[src/rtl/core/sdf_pkg.sv]
// Shared types and constants for the signed decimal formatter.
// Used by sdf_bcd_unit, signed_decimal_formatter_top and sdf_checker; no dependencies.
`timescale 1ns / 1ps
`default_nettype none

package sdf_pkg;

    localparam int MAG_W      = 32;
    localparam int PAD_W      = 5;
    localparam int CAP_W      = 7;
    localparam int CODE_W     = 7;
    localparam int TL_W       = 5;
    localparam int DIG_W      = 4;
    localparam int NUM_DIGITS = 10;
    localparam int BCD_W      = NUM_DIGITS * DIG_W;
    localparam int BIT_CNT_W  = $clog2(MAG_W);

    localparam logic [CODE_W-1:0] CH_ZERO  = 7'h30;
    localparam logic [CODE_W-1:0] CH_MINUS = 7'h2D;

    typedef enum logic [2:0] {
        ST_IDLE,
        ST_CONV,
        ST_NORM,
        ST_CHECK,
        ST_SIGN,
        ST_PAD,
        ST_DIGIT,
        ST_REJECT
    } state_t;

    typedef struct packed {
        logic load;
        logic dabble;
        logic shift_digit;
    } bcd_ctrl_t;

endpackage

`default_nettype wire

[src/rtl/core/signed_decimal_formatter_top.sv]
// Top level of the signed decimal formatter: request capture, sequencing and output.
// Depends on sdf_pkg and sdf_bcd_unit.
`timescale 1ns / 1ps
`default_nettype none

// A request is taken when start is high and busy is low; busy then stays high until the
// last character has been sent. The value's magnitude goes through a bit-serial BCD
// converter at one bit per cycle, leading zero digits are dropped at one per cycle, a
// check state sizes the text and checks capacity, and the text then leaves one character
// per cycle on strobe, sign first. A rejected request gives a single result. Results
// cannot be held off: each is on the ports for exactly one cycle.
module signed_decimal_formatter_top #(
    parameter int MAX_TEXT     = 31,
    parameter int MIN_CAPACITY = 16
) (
    input  wire logic                       clk,
    input  wire logic                       rst_n,
    input  wire logic                       start,
    output logic                            busy,
    input  wire logic [sdf_pkg::MAG_W-1:0]  value,
    input  wire logic [sdf_pkg::PAD_W-1:0]  pad_width,
    input  wire logic [sdf_pkg::CAP_W-1:0]  buffer_capacity,
    output logic                            strobe,
    output logic      [sdf_pkg::CODE_W-1:0] code_unit,
    output logic                            last,
    output logic                            rejected,
    output logic      [sdf_pkg::TL_W-1:0]   text_length
);
    import sdf_pkg::*;

    localparam int LEN_W = $clog2(MAX_TEXT + 1);
    localparam int PW    = (LEN_W > PAD_W) ? LEN_W : PAD_W;
    localparam int CMP_W = (LEN_W > CAP_W) ? LEN_W : CAP_W;
    localparam int EXT_W = (LEN_W > TL_W) ? LEN_W : TL_W;

    state_t state_reg;
    state_t state_next;

    logic [BIT_CNT_W-1:0] bit_cnt_reg;
    logic [BIT_CNT_W-1:0] bit_cnt_next;
    logic [DIG_W-1:0]     dig_cnt_reg;
    logic [DIG_W-1:0]     dig_cnt_next;
    logic [LEN_W-1:0]     zeros_reg;
    logic [LEN_W-1:0]     zeros_next;
    logic [LEN_W-1:0]     pad_reg;
    logic [LEN_W-1:0]     pad_next;
    logic [CAP_W-1:0]     cap_reg;
    logic [CAP_W-1:0]     cap_next;
    logic                 neg_reg;
    logic                 neg_next;

    logic                 strobe_reg;
    logic                 strobe_next;
    logic [CODE_W-1:0]    code_unit_reg;
    logic [CODE_W-1:0]    code_unit_next;
    logic                 last_reg;
    logic                 last_next;
    logic                 rejected_reg;
    logic                 rejected_next;
    logic [TL_W-1:0]      text_length_reg;
    logic [TL_W-1:0]      text_length_next;

    bcd_ctrl_t            bcd_ctrl;
    logic [MAG_W-1:0]     mag_in;
    logic [DIG_W-1:0]     top_digit;

    logic                 accept;
    logic [PW-1:0]        pad_ext;
    logic [PW-1:0]        pad_sat;
    logic [LEN_W-1:0]     width_c;
    logic [LEN_W-1:0]     dig_ext;
    logic [LEN_W-1:0]     zeros_c;
    logic [LEN_W-1:0]     len_c;
    logic                 reject_c;
    logic [EXT_W-1:0]     len_c_ext;

    sdf_bcd_unit u_bcd (
        .clk       (clk),
        .ctrl      (bcd_ctrl),
        .mag       (mag_in),
        .top_digit (top_digit)
    );

    assign accept = start && (state_reg == ST_IDLE);
    assign mag_in = value[MAG_W-1] ? (MAG_W'(0) - value) : value;

    assign pad_ext = PW'(pad_width);
    assign pad_sat = (pad_ext > PW'(MAX_TEXT)) ? PW'(MAX_TEXT) : pad_ext;

    // The sign takes one place of the padded width.
    assign width_c  = (neg_reg && (pad_reg != '0)) ? pad_reg - LEN_W'(1) : pad_reg;
    assign dig_ext  = LEN_W'(dig_cnt_reg);
    assign zeros_c  = (width_c > dig_ext) ? width_c - dig_ext : '0;
    assign len_c    = dig_ext + zeros_c + LEN_W'(neg_reg);
    assign reject_c = (CMP_W'(cap_reg) < CMP_W'(MIN_CAPACITY))
                   || (CMP_W'(len_c) >= CMP_W'(cap_reg));
    assign len_c_ext = EXT_W'(len_c);

    always_comb
    begin
        state_next = state_reg;
        case (state_reg)
            ST_IDLE:
            begin
                if (start)
                    state_next = ST_CONV;
            end
            ST_CONV:
            begin
                if (bit_cnt_reg == BIT_CNT_W'(MAG_W - 1))
                    state_next = ST_NORM;
            end
            ST_NORM:
            begin
                if (!((dig_cnt_reg > DIG_W'(1)) && (top_digit == '0)))
                    state_next = ST_CHECK;
            end
            ST_CHECK:
            begin
                if (reject_c)
                    state_next = ST_REJECT;
                else if (neg_reg)
                    state_next = ST_SIGN;
                else if (zeros_c != '0)
                    state_next = ST_PAD;
                else
                    state_next = ST_DIGIT;
            end
            ST_SIGN:
            begin
                state_next = (zeros_reg != '0) ? ST_PAD : ST_DIGIT;
            end
            ST_PAD:
            begin
                if (zeros_reg == LEN_W'(1))
                    state_next = ST_DIGIT;
            end
            ST_DIGIT:
            begin
                if (dig_cnt_reg == DIG_W'(1))
                    state_next = ST_IDLE;
            end
            ST_REJECT:
            begin
                state_next = ST_IDLE;
            end
            default:
            begin
                state_next = ST_IDLE;
            end
        endcase
    end

    always_comb
    begin
        bcd_ctrl         = '0;
        bit_cnt_next     = bit_cnt_reg;
        dig_cnt_next     = dig_cnt_reg;
        zeros_next       = zeros_reg;
        pad_next         = pad_reg;
        cap_next         = cap_reg;
        neg_next         = neg_reg;
        strobe_next      = 1'b0;
        code_unit_next   = '0;
        last_next        = 1'b0;
        rejected_next    = 1'b0;
        text_length_next = text_length_reg;
        case (state_reg)
            ST_IDLE:
            begin
                if (accept)
                begin
                    bcd_ctrl.load = 1'b1;
                    bit_cnt_next  = '0;
                    neg_next      = value[MAG_W-1];
                    pad_next      = LEN_W'(pad_sat);
                    cap_next      = buffer_capacity;
                end
            end
            ST_CONV:
            begin
                bcd_ctrl.dabble = 1'b1;
                bit_cnt_next    = bit_cnt_reg + BIT_CNT_W'(1);
                dig_cnt_next    = DIG_W'(NUM_DIGITS);
            end
            ST_NORM:
            begin
                // Drop leading zero digits, keeping at least one digit.
                if ((dig_cnt_reg > DIG_W'(1)) && (top_digit == '0))
                begin
                    bcd_ctrl.shift_digit = 1'b1;
                    dig_cnt_next         = dig_cnt_reg - DIG_W'(1);
                end
            end
            ST_CHECK:
            begin
                zeros_next       = zeros_c;
                text_length_next = len_c_ext[TL_W-1:0];
            end
            ST_SIGN:
            begin
                strobe_next    = 1'b1;
                code_unit_next = CH_MINUS;
            end
            ST_PAD:
            begin
                strobe_next    = 1'b1;
                code_unit_next = CH_ZERO;
                zeros_next     = zeros_reg - LEN_W'(1);
            end
            ST_DIGIT:
            begin
                strobe_next          = 1'b1;
                code_unit_next       = CH_ZERO + CODE_W'(top_digit);
                last_next            = (dig_cnt_reg == DIG_W'(1));
                bcd_ctrl.shift_digit = 1'b1;
                dig_cnt_next         = dig_cnt_reg - DIG_W'(1);
            end
            ST_REJECT:
            begin
                strobe_next      = 1'b1;
                last_next        = 1'b1;
                rejected_next    = 1'b1;
                text_length_next = '0;
            end
            default:
            begin
                bcd_ctrl = '0;
            end
        endcase
    end

    always_ff @(posedge clk or negedge rst_n)
    begin
        if (!rst_n)
        begin
            state_reg  <= ST_IDLE;
            strobe_reg <= 1'b0;
        end
        else
        begin
            state_reg  <= state_next;
            strobe_reg <= strobe_next;
        end
    end

    always_ff @(posedge clk)
    begin
        bit_cnt_reg     <= bit_cnt_next;
        dig_cnt_reg     <= dig_cnt_next;
        zeros_reg       <= zeros_next;
        pad_reg         <= pad_next;
        cap_reg         <= cap_next;
        neg_reg         <= neg_next;
        code_unit_reg   <= code_unit_next;
        last_reg        <= last_next;
        rejected_reg    <= rejected_next;
        text_length_reg <= text_length_next;
    end

    assign busy        = (state_reg != ST_IDLE);
    assign strobe      = strobe_reg;
    assign code_unit   = code_unit_reg;
    assign last        = last_reg;
    assign rejected    = rejected_reg;
    assign text_length = text_length_reg;

endmodule

`default_nettype wire

[src/rtl/core/sdf_bcd_unit.sv]
// Bit-serial binary to BCD converter with a digit shift-out path.
// Depends on sdf_pkg for widths and the control struct.
`timescale 1ns / 1ps
`default_nettype none

module sdf_bcd_unit (
    input  wire logic                      clk,
    input  wire sdf_pkg::bcd_ctrl_t        ctrl,
    input  wire logic [sdf_pkg::MAG_W-1:0] mag,
    output logic      [sdf_pkg::DIG_W-1:0] top_digit
);
    import sdf_pkg::*;

    logic [BCD_W-1:0] bcd_reg;
    logic [BCD_W-1:0] bcd_next;
    logic [MAG_W-1:0] mag_reg;
    logic [MAG_W-1:0] mag_next;
    logic [BCD_W-1:0] adj;

    // Add-3 correction on every digit of five or more before each shift.
    always_comb
    begin
        logic [DIG_W-1:0] d;
        for (int i = 0; i < NUM_DIGITS; i++)
        begin
            d = bcd_reg[i*DIG_W +: DIG_W];
            adj[i*DIG_W +: DIG_W] = (d >= DIG_W'(5)) ? d + DIG_W'(3) : d;
        end
    end

    always_comb
    begin
        bcd_next = bcd_reg;
        mag_next = mag_reg;
        if (ctrl.load)
        begin
            bcd_next = '0;
            mag_next = mag;
        end
        else if (ctrl.dabble)
        begin
            bcd_next = {adj[BCD_W-2:0], mag_reg[MAG_W-1]};
            mag_next = {mag_reg[MAG_W-2:0], 1'b0};
        end
        else if (ctrl.shift_digit)
        begin
            bcd_next = {bcd_reg[BCD_W-DIG_W-1:0], DIG_W'(0)};
        end
    end

    always_ff @(posedge clk)
    begin
        bcd_reg <= bcd_next;
        mag_reg <= mag_next;
    end

    assign top_digit = bcd_reg[BCD_W-1 -: DIG_W];

endmodule

`default_nettype wire

[config.mk]
export PLATFORM = sky130hd
export DESIGN_NAME = signed_decimal_formatter_top
export DESIGN_NICKNAME = d
export VERILOG_FILES = /design/src/rtl/core/sdf_pkg.sv /design/src/rtl/core/signed_decimal_formatter_top.sv /design/src/rtl/core/sdf_bcd_unit.sv
export SDC_FILE = /design/constraint.sdc
export NUM_CORES = 1
export LEC_CHECK = 0
export BUFFER_PORTS_ARGS = -buffer_cell sky130_fd_sc_hd__buf_2
export CAP_MARGIN = 10
export CORE_MARGIN = 4
export CORE_UTILIZATION = 35
export DETAILED_ROUTE_END_ITERATION = 8
export PLACE_DENSITY = 0.59
export SYNTH_ARGS = -nofsm -noshare
export SYNTH_HDL_FRONTEND = slang
export SYNTH_SLANG_ARGS = --single-unit
[constraint.sdc]
create_clock -name clk -period 4.6 [get_ports clk]
set_input_delay 0.69 -clock clk [delete_from_list [all_inputs] [get_ports clk]]
set_output_delay 0.69 -clock clk [all_outputs]
set_load 0.02 [all_outputs]
==> metrics.csv, run 1 <==
stage,metric,value,unit
logic_synthesis,ys async rst share,3.45,%
sta,Setup Skew,0.00559,ns
sta,period utilization,95.8,%
worst_setup_path,Required @ worst endpoint,4.91,ns
power_and_ir_drop,worst vdd ir,350,uV
worst_setup_path,Worst EP arrival,4.72,ns
job,MaxCap Viol Count,0,
logic_synthesis,post-synthesis cell count,786,
sta,Final WS setup,0.193,ns
route,post-route ant nets,0,
logic_synthesis,yosys warns,0,
place,global placement routability congestion,0.790,
logic_synthesis,Mapped Nets,878,
floorplan,I/O pin cnt,63,
worst_setup_path,Crit Path Class,reg -> reg,
global_route,grt total ovfl,0,
sta,measured slew at the worst slew-check pin,0.889,ns
clocking,CTS tree,done,
clocking,Worst-path clk slew,0.06,ns
logic_synthesis,Synth Area per Inst,9.07,sq um
logic_synthesis,top post-synthesis cells by area,"edfxtp_1, dfxtp_1, ha_1",
logic_synthesis,"FF+latch count, synth",116,
worst_setup_path,Crit Reg-Reg Startpoint,pad_reg[0]$_SDFFCE_PN1P_,
sta,final setup vio count,0,
worst_setup_path,Crit. End Element,register,
cells_and_area,proportion of layout cells with a drive suffix above 1,16.0,%
sta,relative slew slack,40.7,%
route,DR WL/cell,14.0,um
place,HPWL after detailed placement,10.5,mm
clocking,"Clk Latency, worst-skew pair",0.42,ns
floorplan,std cell rows,51,
cells_and_area,fillers,1956,
logic_synthesis,"area leader, netlist",edfxtp_1,
sta,Final min period,4.41,ns
clocking,# H-tree levels,4,
clocking,# clock sinks,116,
sta,RSZ-0062 raised after global routing,yes,
sta,endpoints failing hold,0,
global_route,total track usage,14.2,%
clocking,CTS max path bufs,2,
logic_synthesis,"Seq/Total Area, Yosys",41.8,%
worst_setup_path,crit-path cells,inv_1 -> ha_4 -> nand2_4 -> o21ai_4 -> nor4_4 -> xor2_1 -> ha_1 -> nand4_1 -> a22oi_2 -> a21bo_4 -> a21oi_2 -> ha_2 -> nor2b_4 -> fa_2 -> inv_2 -> a21o_1 -> a21oi_2 -> xnor2_1 -> ha_1 -> o31a_1 -> nand3_1 -> nand2_1 -> a31o_2,
logic_synthesis,area share of the leading cell type in the synthesized netlist,27.0,%
place,PortBufs,61,
logic_synthesis,Yosys cell types,63,
floorplan,Initial Util,36.2,%
route,vias per cell,5.05,
clocking,Root Buffer,clkbuf_16,
route,Starting DRT DRC Count,261,
sta,Peak Freq,0.227,GHz
floorplan,die area,22700,sq um
worst_setup_path,startpoint types,register,
route,vias,5628,
status,status,"complete, no violations",
min_path,Hold/Removal Path Class,in -> async,
route,WL final,15.6,mm
power_and_ir_drop,leakage dissipation,3.41,nW
sta,setup_tns,0,ns
global_route,first-pass GRT wire length,25.9,mm
floorplan,Core Area,19700,sq um
cells_and_area,Final Util,42.0,%
worst_setup_path,crit path max-delay cell type,edfxtp_1,
logic_synthesis,Post-synth EDFFs,64,
worst_setup_path,Register-to-Register Path Depth,23,
global_route,largest net degree at the start of global routing,74,
cells_and_area,max FFs per register,40,
worst_setup_path,flop2flop setup slack,0.19,ns
worst_setup_path,capturing point of the worst reg2reg path,state_reg[0]$_DFFE_PN0P_,
place,pre-CTS setup slack,0.0638,ns
power_and_ir_drop,Design Power,6.11,mW
route,Residual DRC,0,
cells_and_area,Nets,929,
cells_and_area,ANT cells,0,
global_route,antenna violations before repair,0,
power_and_ir_drop,Power Density,737,nW/um^2
global_route,via count of the first global-routing pass,5291,
floorplan,die width,151,um
cells_and_area,Area growth syn-to-layout,16.3,%
route,Pre-Repair DR Iteration Count,4,
worst_setup_path,CP max stage delay,0.38,ns
sta,"Slew Viols, Final",0,
floorplan,Die Ht,151,um
worst_setup_path,CP max FO,5,
logic_synthesis,"Primary FF master, synth",edfxtp_1,
clocking,TritonCTS buffer count,17,
logic_synthesis,synthesized area,7130,sq um
## cells in the final DEF (no fill, tap or decap), types with 34 or more instances in the layout
cell type | netlist | final
o21ai_0 | 85 | 82
nand2_1 | 82 | 80
edfxtp_1 | 64 | 64
buf_2 | 9 | 61
a21oi_1 | 53 | 50
dfxtp_1 | 48 | 48
inv_1 | 48 | 46
nor2_1 | 44 | 41
ha_1 | 43 | 41
xor2_1 | 34 | 34
## power by group
part / leakage (nW) / switching, mW / internal, mW / total, mW
registers: 1.05 / 0.402 / 1.71 / 2.11
clock network: 0.248 / 0.461 / 0.674 / 1.14
logic: 2.12 / 1.67 / 1.19 / 2.86
total: 3.41 / 2.53 / 3.58 / 6.11
## layer usage
| metal | up-vias | part of all wire, % | GRT usage [%] | routed length, um |
|---|---|---|---|---|
| met5 | - | 0 | 0 | 0 |
| met1 | 2630 | 49 | 19.0 | 7650 |
| met2 | 73 | 46 | 22.3 | 7230 |
| met3 | 12 | 3.4 | 3.82 | 529 |
| met4 | 0 | 1.1 | 4.40 | 164 |
| li1 | 2913 | - | - | - |
## how the worst max path moves through the flow
stage                             start                        to  slack (ns)  depth (start not counted)
5_1_grt        pad_reg[0]$_SDFFCE_PN1P_  state_reg[0]$_DFFE_PN0P_       -0.11                         23
6_report       pad_reg[0]$_SDFFCE_PN1P_  state_reg[0]$_DFFE_PN0P_        0.19                         23
3_5_place_dp   pad_reg[0]$_SDFFCE_PN1P_  state_reg[0]$_DFFE_PN0P_        0.06                         24
3_3_place_gp   pad_reg[0]$_SDFFCE_PN1P_  state_reg[0]$_DFFE_PN0P_        0.19                         24
4_1_cts        pad_reg[0]$_SDFFCE_PN1P_  state_reg[0]$_DFFE_PN0P_        0.04                         24
2_1_floorplan  pad_reg[0]$_SDFFCE_PN1P_  state_reg[0]$_DFFE_PN0P_        0.32                         24
## through the flow
step	hold slack (ns)	area (sq um)	std cells
after global placement	0.486	7650	1076
after CTS	0.0610	8150	1108
after floorplan	0.394	7130	786
final	0.0734	8290	1115
after detailed placement	0.485	7650	1076
after global routing	0.0601	8290	1115
## synth_stat cells (2+ instances only)
cell type and instances:
dfxtp_1 48, inv_1 48, nand4_1 3, or2_2 4
o211ai_1 2, o21ai_1 2, a211oi_1 30, nor3_1 22
a21oi_1 53, edfxtp_1 64, nor4_4 2, nor4b_1 3
ha_1 43, fa_1 2, o22ai_1 2, and3_1 7
nand2b_1 26, o41ai_1 5, mux2i_1 19, a2bb2oi_1 10
xor2_1 34, nor2b_1 6, and2_1 3, or3_1 4
a22oi_1 2, nor2_1 44, nand2_1 82, o31ai_1 16
a21o_1 2, nand3_1 20, buf_2 9, dfrtp_1 4
o21ai_0 85, clkbuf_1 32, xnor2_1 19, nor4_1 2
## cell type report
type	instances	area, sq um	area share, %
multi-input cells	578	3880	46.8
flip-flops and latches	116	2980	36.0
inverters	49	184	2.22
well taps	265	332	4.00
repair buffers	75	410	4.95
clock buffers	20	437	5.27
clock inverters	12	66.3	0.800
## what timing repair did
item	CTS	global route
hold buffers	0	0
resized for setup	0	24
buffers inserted	0	7
endpoints found under the setup margin	0	2
## critical path: cells and delay by family, from the launching register on
family | cells | cell delay [ns]
buffers and inverters | 2 | 0.19
adder cells (fa/ha/maj) | 5 | 1.37
XOR/XNOR | 2 | 0.36
flip-flops | 1 | 0.38
AO/OA/AOI/OAI | 8 | 1.47
AND/OR/NAND/NOR | 6 | 0.53
## cells by family after synthesis
group | synth area share [%]
compound gates | 19.2
other cells | 0.0526
simple gates | 16.4
fa+ha+maj | 8.11
buf+inv | 5.05
xor+xnor | 6.51
mux | 2.83
flops | 41.8
No activity file was read; power rests on OpenSTA's default activity.
==> run 2, diff against run 1 <==
Settings changed: RECOVER_POWER set to 50, REMOVE_ABC_BUFFERS set to 1.
==> run 2 against run 1 <==
  * The flow now finishes with violations (capacitance limit, slew limit)
  * First-iteration DRC count is 38% higher
  * Utilization is 0.59 points lower
  * Sequential cell count is the same
  * Combinational power fell by 2%
  * Largest power group unchanged
==> metrics.csv, run 2 (synthesis results as in run 1) <==
stage,metric,value,unit
worst_setup_path,startpoint types,register,
clocking,# H-tree levels,4,
sta,final setup vio count,0,
power_and_ir_drop,worst vdd ir,284,uV
worst_setup_path,crit-path cells,inv_1 -> ha_4 -> nand2_1 -> o21ai_2 -> buf_4 -> xnor2_1 -> ha_1 -> nand4_1 -> a22oi_1 -> a21bo_2 -> buf_4 -> nand2_1 -> inv_1 -> ha_1 -> a21o_1 -> a21oi_2 -> xnor2_2 -> ha_1 -> o31a_1 -> nand3_1 -> nand2_1 -> a31o_2,
sta,Setup Skew,0.00737,ns
sta,relative slew slack,-59.6,%
power_and_ir_drop,leakage dissipation,3.31,nW
global_route,first-pass GRT wire length,25.5,mm
clocking,"Clk Latency, worst-skew pair",0.41,ns
worst_setup_path,Crit Reg-Reg Startpoint,pad_reg[1]$_SDFFCE_PN1P_,
clocking,CTS tree,done,
worst_setup_path,capturing point of the worst reg2reg path,state_reg[0]$_DFFE_PN0P_,
floorplan,Die Ht,151,um
route,Starting DRT DRC Count,360,
worst_setup_path,Worst EP arrival,4.67,ns
cells_and_area,ANT cells,0,
job,MaxCap Viol Count,1,
place,global placement routability congestion,0.794,
clocking,Root Buffer,clkbuf_16,
route,Pre-Repair DR Iteration Count,4,
cells_and_area,area of the multi-input gates,3820,sq um
power_and_ir_drop,Comb pwr share,46.6,%
place,HPWL after detailed placement,10.5,mm
global_route,grt total ovfl,0,
sta,measured slew at the worst slew-check pin,2.39,ns
power_and_ir_drop,Design Power,6.05,mW
global_route,total track usage,13.9,%
clocking,# clock sinks,116,
cells_and_area,"leading cell type in the layout, fill and taps excluded",o21ai_0,
cells_and_area,most frequent cells in the layout,"o21ai_0, nand2_1, edfxtp_1",
power_and_ir_drop,NetSw,2.49,mW
worst_setup_path,Crit. End Element,register,
worst_setup_path,crit path max-delay cell type,edfxtp_1,
route,WL final,15.3,mm
power_and_ir_drop,Clk pwr share,18.5,%
route,Residual DRC,0,
worst_setup_path,WP depth,22,
worst_setup_path,Crit Path Class,reg -> reg,
status,violated checks,"capacitance limit, slew limit",
clocking,CTS max path bufs,2,
route,post-route ant nets,0,
power_and_ir_drop,register share of total power,35.0,%
sta,Final min period,4.37,ns
floorplan,die width,151,um
power_and_ir_drop,Power Density,740,nW/um^2
clocking,Worst-path clk slew,0.05,ns
worst_setup_path,Required @ worst endpoint,4.90,ns
route,vias per cell,5.05,
floorplan,std cell rows,51,
global_route,via count of the first global-routing pass,5284,
cells_and_area,Nets,926,
global_route,largest net degree at the start of global routing,74,
sta,period utilization,95.0,%
sta,"Slew Viols, Final",54,
sta,Peak Freq,0.229,GHz
floorplan,Initial Util,36.2,%
worst_setup_path,flop2flop setup slack,0.23,ns
worst_setup_path,worst path bufs/invs,4,
cells_and_area,Area growth syn-to-layout,14.6,%
worst_setup_path,CP max FO,4,
worst_setup_path,Crit path max-delay family,compound AO/OA/AOI/OAI gates,
clocking,TritonCTS buffer count,17,
sta,setup_tns,0,ns
route,vias,5613,
cells_and_area,max FFs per register,40,
floorplan,Core Area,19700,sq um
power_and_ir_drop,internal power,3.56,mW
global_route,antenna violations before repair,0,
status,status,finished with violations,
floorplan,die area,22700,sq um
worst_setup_path,CP max stage delay,0.41,ns
floorplan,I/O pin cnt,63,
cells_and_area,Final Util,41.5,%
min_path,Hold/Removal Path Class,in -> async,
place,PortBufs,61,
cells_and_area,proportion of layout cells with a drive suffix above 1,12.5,%
cells_and_area,fillers,1950,
route,DR WL/cell,13.7,um
cells_and_area,Register Area,2980,sq um
worst_setup_path,Register-to-Register Path Depth,22,
power_and_ir_drop,switch share,41.1,%
sta,endpoints failing hold,0,
run 2: changes by cell type in the layout (fill, tap and decap cells not counted), sizes merged:
cell,change
buf,-21
clkbuf,+23
clkinvlp,-2
clkinv,-3
run 2: how the worst max path moves through the flow:
stage,endpoint,from,slack [ns]
after global placement,state_reg[0]$_DFFE_PN0P_,pad_reg[0]$_SDFFCE_PN1P_,0.17
final,state_reg[0]$_DFFE_PN0P_,pad_reg[1]$_SDFFCE_PN1P_,0.23
after detailed placement,state_reg[0]$_DFFE_PN0P_,pad_reg[0]$_SDFFCE_PN1P_,0.06
after CTS,state_reg[0]$_DFFE_PN0P_,pad_reg[0]$_SDFFCE_PN1P_,0.05
after global routing,state_reg[0]$_DFFE_PN0P_,pad_reg[0]$_SDFFCE_PN1P_,-0.02
after floorplan,state_reg[0]$_DFFE_PN0P_,pad_reg[0]$_SDFFCE_PN1P_,0.32
run 2: final cells by class:
type | instances | share of cell area, %
clock buffer | 25 | 5.57
timing repair buffer | 72 | 4.44
multi-input combinational | 578 | 46.8
sequential | 116 | 36.5
inverter | 49 | 2.25
tap | 265 | 4.06
clock inverter | 7 | 0.413
run 2: timing repair:
item / in CTS / in global routing
hold buffers: 0 / 0
resized for setup: 0 / 18
endpoints found under the setup margin: 0 / 2
hold endpoints to repair: 0 / 0
setup buffers: 0 / 3
run 2: power groups by stage:
| stage | registers, mW | clock network [mW] | logic [mW] |
|---|---|---|---|
| after floorplan | 2.08 | 0 | 2.08 |
| after global placement | 2.12 | 0 | 2.75 |
| after detailed placement | 2.13 | 0 | 2.78 |
| after CTS | 2.11 | 1.15 | 2.81 |
| after global routing | 2.19 | 1.20 | 3.25 |
| final | 2.12 | 1.12 | 2.81 |
run 2: worst reg2reg max path, stage by stage, from the launching register on:
cell and delay, ns:
edfxtp_1 0.41, inv_1 0.12, ha_4 0.15, nand2_1 0.07
o21ai_2 0.17, buf_4 0.14, xnor2_1 0.10, ha_1 0.33
nand4_1 0.17, a22oi_1 0.22, a21bo_2 0.29, buf_4 0.16
nand2_1 0.12, inv_1 0.06, ha_1 0.33, a21o_1 0.21
a21oi_2 0.16, xnor2_2 0.10, ha_1 0.32, o31a_1 0.29
nand3_1 0.08, nand2_1 0.05, a31o_2 0.21
run 2: layer usage:
| metal | track usage, % | part of all wire [%] | up-vias |
|---|---|---|---|
| met5 | 0 | 0 | - |
| met4 | 4.58 | 0.48 | 0 |
| met3 | 3.46 | 4.5 | 4 |
| met2 | 22.4 | 48 | 87 |
| met1 | 18.2 | 47 | 2618 |
| li1 | - | - | 2904 |
run 2: stage by stage:
step           area, sq um  cells  setup WS (ns)  hold slack (ns)
4_1_cts               8150   1109         0.0503           0.0619
2_1_floorplan         6950    743          0.318            0.394
3_5_place_dp          7660   1077         0.0560            0.504
3_3_place_gp          7660   1077          0.165            0.490
6_report              8170   1112          0.229            0.104
5_1_grt               8170   1112        -0.0185            0.108
